<file path="src/hw/rtl/upper_tri_matrix_expression_macros.svh">
// ----------------------------------------------------------------------------
// Assertion macros for the upper triangular matrix expression engine
// Implication checks clocked on clk, disabled during rst.
// ----------------------------------------------------------------------------
`ifndef UPPER_TRI_MATRIX_EXPRESSION_MACROS_SVH
`define UPPER_TRI_MATRIX_EXPRESSION_MACROS_SVH

// same-cycle implication
`define UTME_ASSERT_SAME(lbl, pre, post, msg) \
  lbl: assert property (@(posedge clk) disable iff (rst) (pre) |-> (post)) \
    else $error(msg);

// next-cycle implication
`define UTME_ASSERT_NEXT(lbl, pre, post, msg) \
  lbl: assert property (@(posedge clk) disable iff (rst) (pre) |=> (post)) \
    else $error(msg);

`endif

</file>
<file path="src/hw/rtl/utme_pkg.sv">
// ----------------------------------------------------------------------------
// utme_pkg
// Shared types and constants of the upper triangular matrix expression engine.
// ----------------------------------------------------------------------------
`timescale 1ns / 1ps

package utme_pkg;

  localparam int DEF_MAX_SIZE = 8;
  localparam int E_W          = 16;
  localparam int AB_W         = 37;
  localparam int R_W          = 64;
  localparam int MSIZE_W      = 4;
  localparam int ALIGN_SH     = 8;
  localparam int PADDR_W      = 3;

  localparam logic [MSIZE_W-1:0] MSIZE_RST  = 4'd8;
  localparam logic [PADDR_W-1:0] ADDR_MSIZE = 3'd0;

  typedef enum logic [1:0] {
    REQ_WR_A = 2'd0,
    REQ_WR_B = 2'd1,
    REQ_COMP = 2'd2,
    REQ_RD   = 2'd3
  } req_t;

  localparam logic [1:0] ST_OK       = 2'd0;
  localparam logic [1:0] ST_RANGE    = 2'd1;
  localparam logic [1:0] ST_NOTREADY = 2'd2;

  typedef struct packed {
    logic valid;
    logic first;
    logic last;
    logic shift;
    logic to_ab;
  } mac_ctl_t;

  typedef struct packed {
    logic busy;
    logic done;
  } seq_stat_t;

endpackage

</file>
<file path="src/hw/rtl/utme_seq.sv">
// ----------------------------------------------------------------------------
// utme_seq
// Compute sequencer: walks A*B, then A*B*B^T + (A^T*A << 8), through one
// pipelined multiply-accumulate (read, multiply, accumulate/write back).
// ----------------------------------------------------------------------------
`timescale 1ns / 1ps
`include "upper_tri_matrix_expression_macros.svh"

module utme_seq #(
  parameter int MAX_SIZE = utme_pkg::DEF_MAX_SIZE
) (
  input  logic                                clk,
  input  logic                                rst,
  input  logic                                go,
  input  logic [$clog2(MAX_SIZE)-1:0]         n1,
  output logic [$clog2(MAX_SIZE*MAX_SIZE)-1:0] a_raddr0,
  output logic [$clog2(MAX_SIZE*MAX_SIZE)-1:0] a_raddr1,
  output logic [$clog2(MAX_SIZE*MAX_SIZE)-1:0] b_raddr,
  output logic [$clog2(MAX_SIZE*MAX_SIZE)-1:0] ab_raddr,
  input  logic signed [utme_pkg::E_W-1:0]     a_rdata0,
  input  logic signed [utme_pkg::E_W-1:0]     a_rdata1,
  input  logic signed [utme_pkg::E_W-1:0]     b_rdata,
  input  logic signed [utme_pkg::AB_W-1:0]    ab_rdata,
  output logic                                ab_we,
  output logic [$clog2(MAX_SIZE*MAX_SIZE)-1:0] ab_waddr,
  output logic signed [utme_pkg::AB_W-1:0]    ab_wdata,
  output logic                                r_we,
  output logic [$clog2(MAX_SIZE*MAX_SIZE)-1:0] r_waddr,
  output logic signed [utme_pkg::R_W-1:0]     r_wdata,
  output utme_pkg::seq_stat_t                 stat
);

  localparam int AW = $clog2(MAX_SIZE * MAX_SIZE);
  localparam int IW = $clog2(MAX_SIZE);
  localparam int PW = utme_pkg::AB_W + utme_pkg::E_W;

  typedef enum logic [4:0] {
    S_IDLE = 5'b00001,
    S_P1   = 5'b00010,
    S_D1   = 5'b00100,
    S_P2   = 5'b01000,
    S_D2   = 5'b10000
  } state_t;

  function automatic logic [AW-1:0] addr_of(input logic [IW-1:0] r, input logic [IW-1:0] c);
    addr_of = AW'(32'(r) * MAX_SIZE + 32'(c));
  endfunction

  state_t              state, state_next;
  logic [IW-1:0]       i, j, k, i_next, j_next, k_next, m;
  logic                sub, sub_next;
  logic                done;
  logic                drained;
  utme_pkg::mac_ctl_t  ctl0, ctl1, ctl2;
  logic [IW-1:0]       wi1, wj1, wi2, wj2;
  logic signed [utme_pkg::AB_W-1:0] x;
  logic signed [utme_pkg::E_W-1:0]  y;
  logic signed [PW-1:0]             prod;
  logic signed [utme_pkg::R_W-1:0]  term, acc, acc_sum;

  assign m       = (i < j) ? i : j;
  assign drained = !ctl1.valid && !ctl2.valid;

  // issue
  always_comb begin
    ctl0       = '0;
    state_next = state;
    i_next     = i;
    j_next     = j;
    k_next     = k;
    sub_next   = sub;
    case (state)
      S_IDLE: begin
        if (go) begin
          state_next = S_P1;
          i_next     = '0;
          j_next     = '0;
          k_next     = '0;
          sub_next   = 1'b0;
        end
      end
      S_P1: begin
        ctl0.valid = 1'b1;
        ctl0.to_ab = 1'b1;
        ctl0.first = (k == i);
        ctl0.last  = (k == n1);
        if (k == n1) begin
          if (j == n1) begin
            if (i == n1) begin
              state_next = S_D1;
            end else begin
              i_next = i + 1'b1;
              j_next = '0;
              k_next = i + 1'b1;
            end
          end else begin
            j_next = j + 1'b1;
            k_next = i;
          end
        end else begin
          k_next = k + 1'b1;
        end
      end
      S_D1: begin
        if (drained) begin
          state_next = S_P2;
          i_next     = '0;
          j_next     = '0;
          k_next     = '0;
          sub_next   = 1'b0;
        end
      end
      S_P2: begin
        ctl0.valid = 1'b1;
        ctl0.shift = sub;
        ctl0.first = !sub && (k == '0);
        ctl0.last  = sub && (k == m);
        if (!sub) begin
          if (k == n1) begin
            sub_next = 1'b1;
            k_next   = '0;
          end else begin
            k_next = k + 1'b1;
          end
        end else if (k == m) begin
          sub_next = 1'b0;
          k_next   = '0;
          if (j == n1) begin
            j_next = '0;
            if (i == n1) begin
              state_next = S_D2;
            end else begin
              i_next = i + 1'b1;
            end
          end else begin
            j_next = j + 1'b1;
          end
        end else begin
          k_next = k + 1'b1;
        end
      end
      S_D2: begin
        if (drained) begin
          state_next = S_IDLE;
        end
      end
      default: state_next = S_IDLE;
    endcase
  end

  assign a_raddr0 = (state == S_P1) ? addr_of(i, k) : addr_of(k, i);
  assign a_raddr1 = addr_of(k, j);
  assign b_raddr  = (state == S_P1) ? addr_of(k, j) : addr_of(j, k);
  assign ab_raddr = addr_of(i, k);

  always_ff @(posedge clk) begin
    if (rst) begin
      state <= S_IDLE;
      i     <= '0;
      j     <= '0;
      k     <= '0;
      sub   <= 1'b0;
      done  <= 1'b0;
      ctl1  <= '0;
      ctl2  <= '0;
    end else begin
      state <= state_next;
      i     <= i_next;
      j     <= j_next;
      k     <= k_next;
      sub   <= sub_next;
      done  <= (state == S_D2) && drained;
      ctl1  <= ctl0;
      ctl2  <= ctl1;
    end
  end

  // multiply
  always_comb begin
    if (ctl1.to_ab || ctl1.shift) begin
      x = {{(utme_pkg::AB_W-utme_pkg::E_W){a_rdata0[utme_pkg::E_W-1]}}, a_rdata0};
    end else begin
      x = ab_rdata;
    end
    y = ctl1.shift ? a_rdata1 : b_rdata;
  end

  always_ff @(posedge clk) begin
    wi1  <= i;
    wj1  <= j;
    wi2  <= wi1;
    wj2  <= wj1;
    prod <= x * y;
  end

  // accumulate and write back
  always_comb begin
    term = {{(utme_pkg::R_W-PW){prod[PW-1]}}, prod};
    if (ctl2.shift) begin
      term = term <<< utme_pkg::ALIGN_SH;
    end
    acc_sum = (ctl2.first ? '0 : acc) + term;
  end

  always_ff @(posedge clk) begin
    if (ctl2.valid) begin
      acc <= acc_sum;
    end
  end

  assign ab_we    = ctl2.valid && ctl2.last && ctl2.to_ab;
  assign r_we     = ctl2.valid && ctl2.last && !ctl2.to_ab;
  assign ab_waddr = addr_of(wi2, wj2);
  assign r_waddr  = addr_of(wi2, wj2);
  assign ab_wdata = acc_sum[utme_pkg::AB_W-1:0];
  assign r_wdata  = acc_sum;

  assign stat.busy = (state != S_IDLE) || done;
  assign stat.done = done;

  `UTME_ASSERT_SAME(a_done_idle, done, state == S_IDLE, "done outside idle")
  `UTME_ASSERT_SAME(a_k_bound, (state == S_P1) || (state == S_P2), k <= n1, "k past size")
  `UTME_ASSERT_NEXT(a_drain_done, (state == S_D2) && drained, done, "no done after drain")
  `UTME_ASSERT_SAME(a_p2_last, ctl2.valid && ctl2.last && !ctl2.to_ab, ctl2.shift,
                    "result write outside the A^T*A pass")

endmodule

</file>
<file path="config.mk">
export PLATFORM = sky130hd
export DESIGN_NAME = utme_seq
export DESIGN_NICKNAME = d
export VERILOG_FILES = /design/src/hw/rtl/utme_pkg.sv /design/src/hw/rtl/utme_seq.sv
export VERILOG_INCLUDE_DIRS = /design/src /design/src/hw/rtl
export SDC_FILE = /design/constraint.sdc
export NUM_CORES = 2
export LEC_CHECK = 0
export BUFFER_PORTS_ARGS = -buffer_cell sky130_fd_sc_hd__buf_4
export CORE_MARGIN = 3
export CORE_UTILIZATION = 65
export DETAILED_ROUTE_END_ITERATION = 12
export PLACE_DENSITY = 0.86
export SYNTH_ARGS = -nofsm -noshare
export SYNTH_HDL_FRONTEND = slang
export SYNTH_SLANG_ARGS = --single-unit
</file>
<file path="constraint.sdc">
create_clock -name clk -period 21 [get_ports clk]
set_input_delay 1.05 -clock clk [delete_from_list [all_inputs] [get_ports clk]]
set_output_delay 1.05 -clock clk [all_outputs]
set_load 0.05 [all_outputs]
</file>
# ---- Word level (Yosys, flattened, before mapping)
# Cells that the tools add are included.
dict set report totals {
  wordCells 127
  out_inout_bits 141
  register_bits 155
  input_bits 91
}
dict set report op_classes {
  n_reduce_logical 22
  eq_ne 23
  n_lt_le_gt_ge 1
  mux 48
  mul 1
  bitwise 1
  add_sub_neg 9
}
# operator n
set ops {}
lappend ops {{$add A64 B64 Y64} 1}
lappend ops {{$mux W64} 1}
lappend ops {{$mux W3} 20}
lappend ops {{$mux W60} 1}
lappend ops {{$mul A37 B16 Y53} 1}
lappend ops {{$mux W5} 10}
lappend ops {{$mux W37} 1}
lappend ops {{$pmux W3 S4} 3}
lappend ops {{$add A6 B3 Y6} 5}
lappend ops {{$pmux W5 S5} 1}
lappend ops {{$ne A2 B2 Y1 const B} 10}
lappend ops {{$mux W16} 1}
lappend ops {{$eq A3 B3 Y1} 5}
lappend ops {{$mux W6} 2}
lappend ops {{$reduce_and A10 Y1} 1}
lappend ops {{$add A3 B1 Y3 const B} 3}
lappend ops {{$logic_and A1 B1 Y1} 7}
lappend ops {{$reduce_and A7 Y1} 1}
lappend ops {{$mux W1} 6}
lappend ops {{$pmux W3 S2} 1}
lappend ops {{$reduce_and A6 Y1} 1}
lappend ops {{$eq A5 B1 Y1 const B} 1}
lappend ops {{$eq A5 B2 Y1 const B} 1}
lappend ops {{$eq A5 B3 Y1 const B} 1}
lappend ops {{other kinds (16)} 20}

# ---- Logic depth before layout (Yosys ltp)
dict set report logic_depth {
  depth_word 6
  ltp_mapped 32
  mapped_depth_nobuf 28
}

# ---- Worst setup path before layout
# Ideal clock, no wire load.
dict set report synth_timing {
  path_type {input-to-reg}
  from {input a_rdata0[15] (netlist bit)}
  to {register prod[51]}
  stages 27
  setup_ns 0.131
  path_buffers 3
  setup_slack_ns 13.314
  required_ns 20.869
  arrival_time_ns 7.556
  path_cell_list {nor2b_1 clkbuf_1 clkbuf_1 a21o_1 clkbuf_1 nand2_1 fa_1 inv_1 fa_1 inv_1 fa_1 inv_1 fa_1 fa_1 inv_1 fa_1 inv_1 ha_1 a21o_1 o41ai_1 nor2_1 o32a_1 o31ai_2 o31ai_2 a41oi_1 o31ai_1 xor2_1}
}
dict set report synth_via {
  elab_chain_len 2
}
# item line_no
set synth_rtl {}
lappend synth_rtl {{from (decl)} utme_seq.sv:20} ;# input logic signed [utme_pkg::E_W-1:0] a_rdata0,
lappend synth_rtl {{$mux W37} utme_seq.sv:180} ;# if (ctl1.to_ab || ctl1.shift) begin
lappend synth_rtl {{$mul A37 B16 Y53} utme_seq.sv:193} ;# prod <= x * y;
lappend synth_rtl {{to (signal assigned)} utme_seq.sv:193}
lappend synth_rtl {{to (decl)} utme_seq.sv:58} ;# logic signed [PW-1:0] prod;
# No other way between the ends.
# A chain may end at the register's enable or synchronous reset.

# ---- Worst setup path in the final report
dict set report layout_timing {
  from {register ctl1[1] (netlist bit)}
  to {register prod[46]}
}
dict set report layout_via {
  elab_chain_len 3
  elab_cells_between_ends 4
  cone_classes {1 x mul; 2 x mux; 1 x reduce/logical}
}
# item line_no
set layout_rtl {}
lappend layout_rtl {{from (decl)} utme_seq.sv:54} ;# utme_pkg::mac_ctl_t ctl0, ctl1, ctl2;
lappend layout_rtl {{from (signal assigned)} utme_seq.sv:173} ;# ctl1 <= ctl0;
lappend layout_rtl {{$logic_or A1 B1 Y1} utme_seq.sv:180}
lappend layout_rtl {{$mux W37} utme_seq.sv:180}
lappend layout_rtl {{$mul A37 B16 Y53 *} utme_seq.sv:193}
# Mark *: on every way between the ends. The rest lies on a longest branch, timed or not.

==> results.sh <==
export IMPL_die_height_um=223
export IMPL_fillers=3539
export IMPL_antennaDiodeCount=0
export IMPL_vias=24668
export IMPL_totalWireLength_mm=82.8
export IMPL_numPortBuffers=231
export IMPL_reg2reg_from="ctl1[1]"
export IMPL_ant_nets=0
export IMPL_ys_types=84
export IMPL_syn_inst=3525
export IMPL_io_pins=232
export IMPL_cts_root_buffer="clkbuf_16"
export IMPL_finClkSkew_ps=11.0
export IMPL_synth_edf_count=64
export IMPL_min_delay_start="wj1[0]"
export IMPL_clk_pin_slew_ps=70
export IMPL_first_iter_violations=2695
export IMPL_cts_max_level=4
export IMPL_slew_viol_final=0
export IMPL_grt_pass1_vias=25773
export IMPL_setup_violations_final=0
export IMPL_worstPathArrival_ps=8980
export IMPL_rsz0062_at_grt="no"
export IMPL_synth_ff_type="dfxtp_1"
export IMPL_seq_area_frac_synth=0.122
export IMPL_clockBufferDepth=2
export IMPL_pre_cts_slack_ps=12440
export IMPL_overflow=0
export IMPL_initial_utilization=0.659
export IMPL_die_width_um=223
export IMPL_tns_ps=0
export IMPL_areaGrowthSynthToFinish_pct=7.42
export IMPL_hold_viol=0
export IMPL_grt_max_degree=75
export IMPL_crit_path_start_kind="register"
export IMPL_hpwl_mm=67.4
export IMPL_wl_per_cell_um=19.6
export IMPL_numCtsBuffers=17
export IMPL_place_gp_congestion=0.963
export IMPL_hold_depth=0
export IMPL_min_path_type="register to register"
export IMPL_hold_buffers=0
export IMPL_route_detailed_drc=0
export IMPL_die_area_mm2=0.0499
export IMPL_period_needed_ps=8660
export IMPL_regToRegSetupSlack_ps=12340
export IMPL_crit_required_ps=21320
export IMPL_status="completed"
export IMPL_cts_sinks=155
export IMPL_drive_gt1_frac=0.109
export IMPL_cts_resized=0
export IMPL_core_mm2=0.0466
export IMPL_tightestPinTransition_ps=1300
export IMPL_grtUsageTotal=0.338
export IMPL_postCtsSetupBuffers=0
export IMPL_synth_async_sr_flop_share=0
export IMPL_synth_seq_cells=155
export IMPL_cts_tree="done"
export IMPL_clkLatencyLatePin_ps=440
export IMPL_critPathMaxFanout=74
export IMPL_end_kind="register"
export IMPL_via_per_inst=5.85
export IMPL_syn_area_mm2=0.0307
export IMPL_rows=79
export IMPL_setup_slack_ps=12340
export IMPL_min_to="wj2[0]"
export IMPL_grt_pass1_wl_mm=134
export IMPL_whs_ps=328
export IMPL_final_net_count=4440
export IMPL_synth_warnings=0
export IMPL_fmax_mhz=115
export IMPL_max_cap_violations=0
export IMPL_r2r_end="prod[46]"
export IMPL_slew_headroom=0.106
export IMPL_critPathKind="register to register"
export IMPL_synth_net_count=4366
export IMPL_avgSynthCellArea_um2=8.71
export IMPL_layout_common_cells="inv_1 (717), fa_1 (557), nand2_1 (493)"
export IMPL_antenna_found_initial=1
export IMPL_final_common_cell="inv_1"
export IMPL_period_share=0.413
export IMPL_rr_worst_depth=25
export IMPL_drt_pass1_iterations=6
worst max-delay path: stages (launching register included):
cell and delay, ps:
dfxtp_2 590, nor2_4 240, buf_4 740, mux2i_1 920
nor2_1 150, fa_1 580, inv_1 60, fa_1 530
inv_1 50, fa_1 380, fa_1 430, fa_1 510
inv_1 50, fa_1 470, inv_1 40, ha_1 350
a2111oi_0 430, o21ai_0 210, a32o_1 260, o21ai_0 260
a21boi_0 180, o21ai_0 310, a21o_1 290, nor2_1 80
a31o_2 250, xor2_1 130
state kept, by name, summed over array words and instances (netlist names):
name / flops
ctl1: 5
wi2: 3
done: 1
i: 3
acc: 64
j: 3
state: 5
sub: 1
k: 3
wj2: 3
prod: 53
wi1: 3
ctl2: 5
wj1: 3
Yosys cell counts (5+ instances only):
master,instances,share of area
or2_2,8,0.0016
nor2b_1,87,0.018
xor2_1,44,0.013
and2_1,12,0.0024
nor3_1,16,0.0026
o21a_1,9,0.0022
nand2_1,493,0.060
mux2_2,73,0.027
clkbuf_1,121,0.015
o21bai_1,26,0.0064
buf_1,14,0.0017
nor4_1,6,0.0012
xnor2_1,83,0.024
and4_1,6,0.0017
edfxtp_1,64,0.063
nor2_1,302,0.037
nand2b_1,21,0.0043
fa_1,557,0.36
dfxtp_1,91,0.059
a21boi_0,5,0.0012
and3_1,12,0.0024
a31oi_1,10,0.0020
a21oi_1,139,0.023
mux2i_1,38,0.012
nand4_1,21,0.0043
o21ai_1,6,0.00098
nand3_1,25,0.0041
buf_4,47,0.011
a211oi_1,11,0.0027
o211ai_1,6,0.0015
inv_1,717,0.088
o21ai_0,72,0.012
a41oi_1,7,0.0020
a2111oi_0,5,0.0014
ha_1,193,0.079
o31ai_1,9,0.0022
a21o_1,87,0.021
worst max-delay path by stage:
stage,startpoint,cells past startpoint,to
2_1_floorplan,a_rdata0[15],27,prod[51]
3_3_place_gp,a_rdata0[15],26,prod[51]
3_5_place_dp,a_rdata0[15],26,prod[51]
4_1_cts,ctl1[1],25,prod[46]
5_1_grt,ctl1[1],23,prod[46]
6_report,ctl1[1],25,prod[46]
per-stage QoR:
stage | cell area [µm²] | instances | util
detailed placement | 32400 | 4187 | 0.696
global placement | 32400 | 4187 | 0.696
CTS | 33000 | 4219 | 0.708
finish | 33000 | 4219 | 0.708
floorplan | 30700 | 3525 | -
global route | 33000 | 4219 | 0.708
layout make-up:
| cell class | instances | area (µm²) | area share |
|---|---|---|---|
| clock buffers | 18 | 439 | 0.0133 |
| inverters | 718 | 2700 | 0.0817 |
| clock inverters | 14 | 144 | 0.00436 |
| flip-flops and latches | 155 | 3750 | 0.114 |
| repair buffers | 246 | 1850 | 0.0560 |
| well taps | 607 | 759 | 0.0230 |
| multi-input cells | 2461 | 23300 | 0.708 |
per-layer routing:
| layer | routed length, µm | global-route usage | part of all wire |
|---|---|---|---|
| met3 | 9310 | 0.0792 | 0.11 |
| met2 | 37000 | 0.526 | 0.45 |
| met1 | 32100 | 0.451 | 0.39 |
| met5 | 12 | 0 | 0.00014 |
| met4 | 4340 | 0.161 | 0.052 |
cell families (layout without fill, tap and decap cells):
group           count (synthesis)  after routing  share of synthesized area
compound gates                440            440                     0.0943
xor+xnor                      129            129                     0.0373
fa+ha+maj                     750            750                      0.442
buf+inv                       909            996                      0.119
flops                         155            155                      0.122
mux                           111            111                     0.0392
simple gates                 1031           1031                      0.146
Power is not shown: default switching activity piles up to over one toggle a cycle in this logic, so the estimate is an artifact.
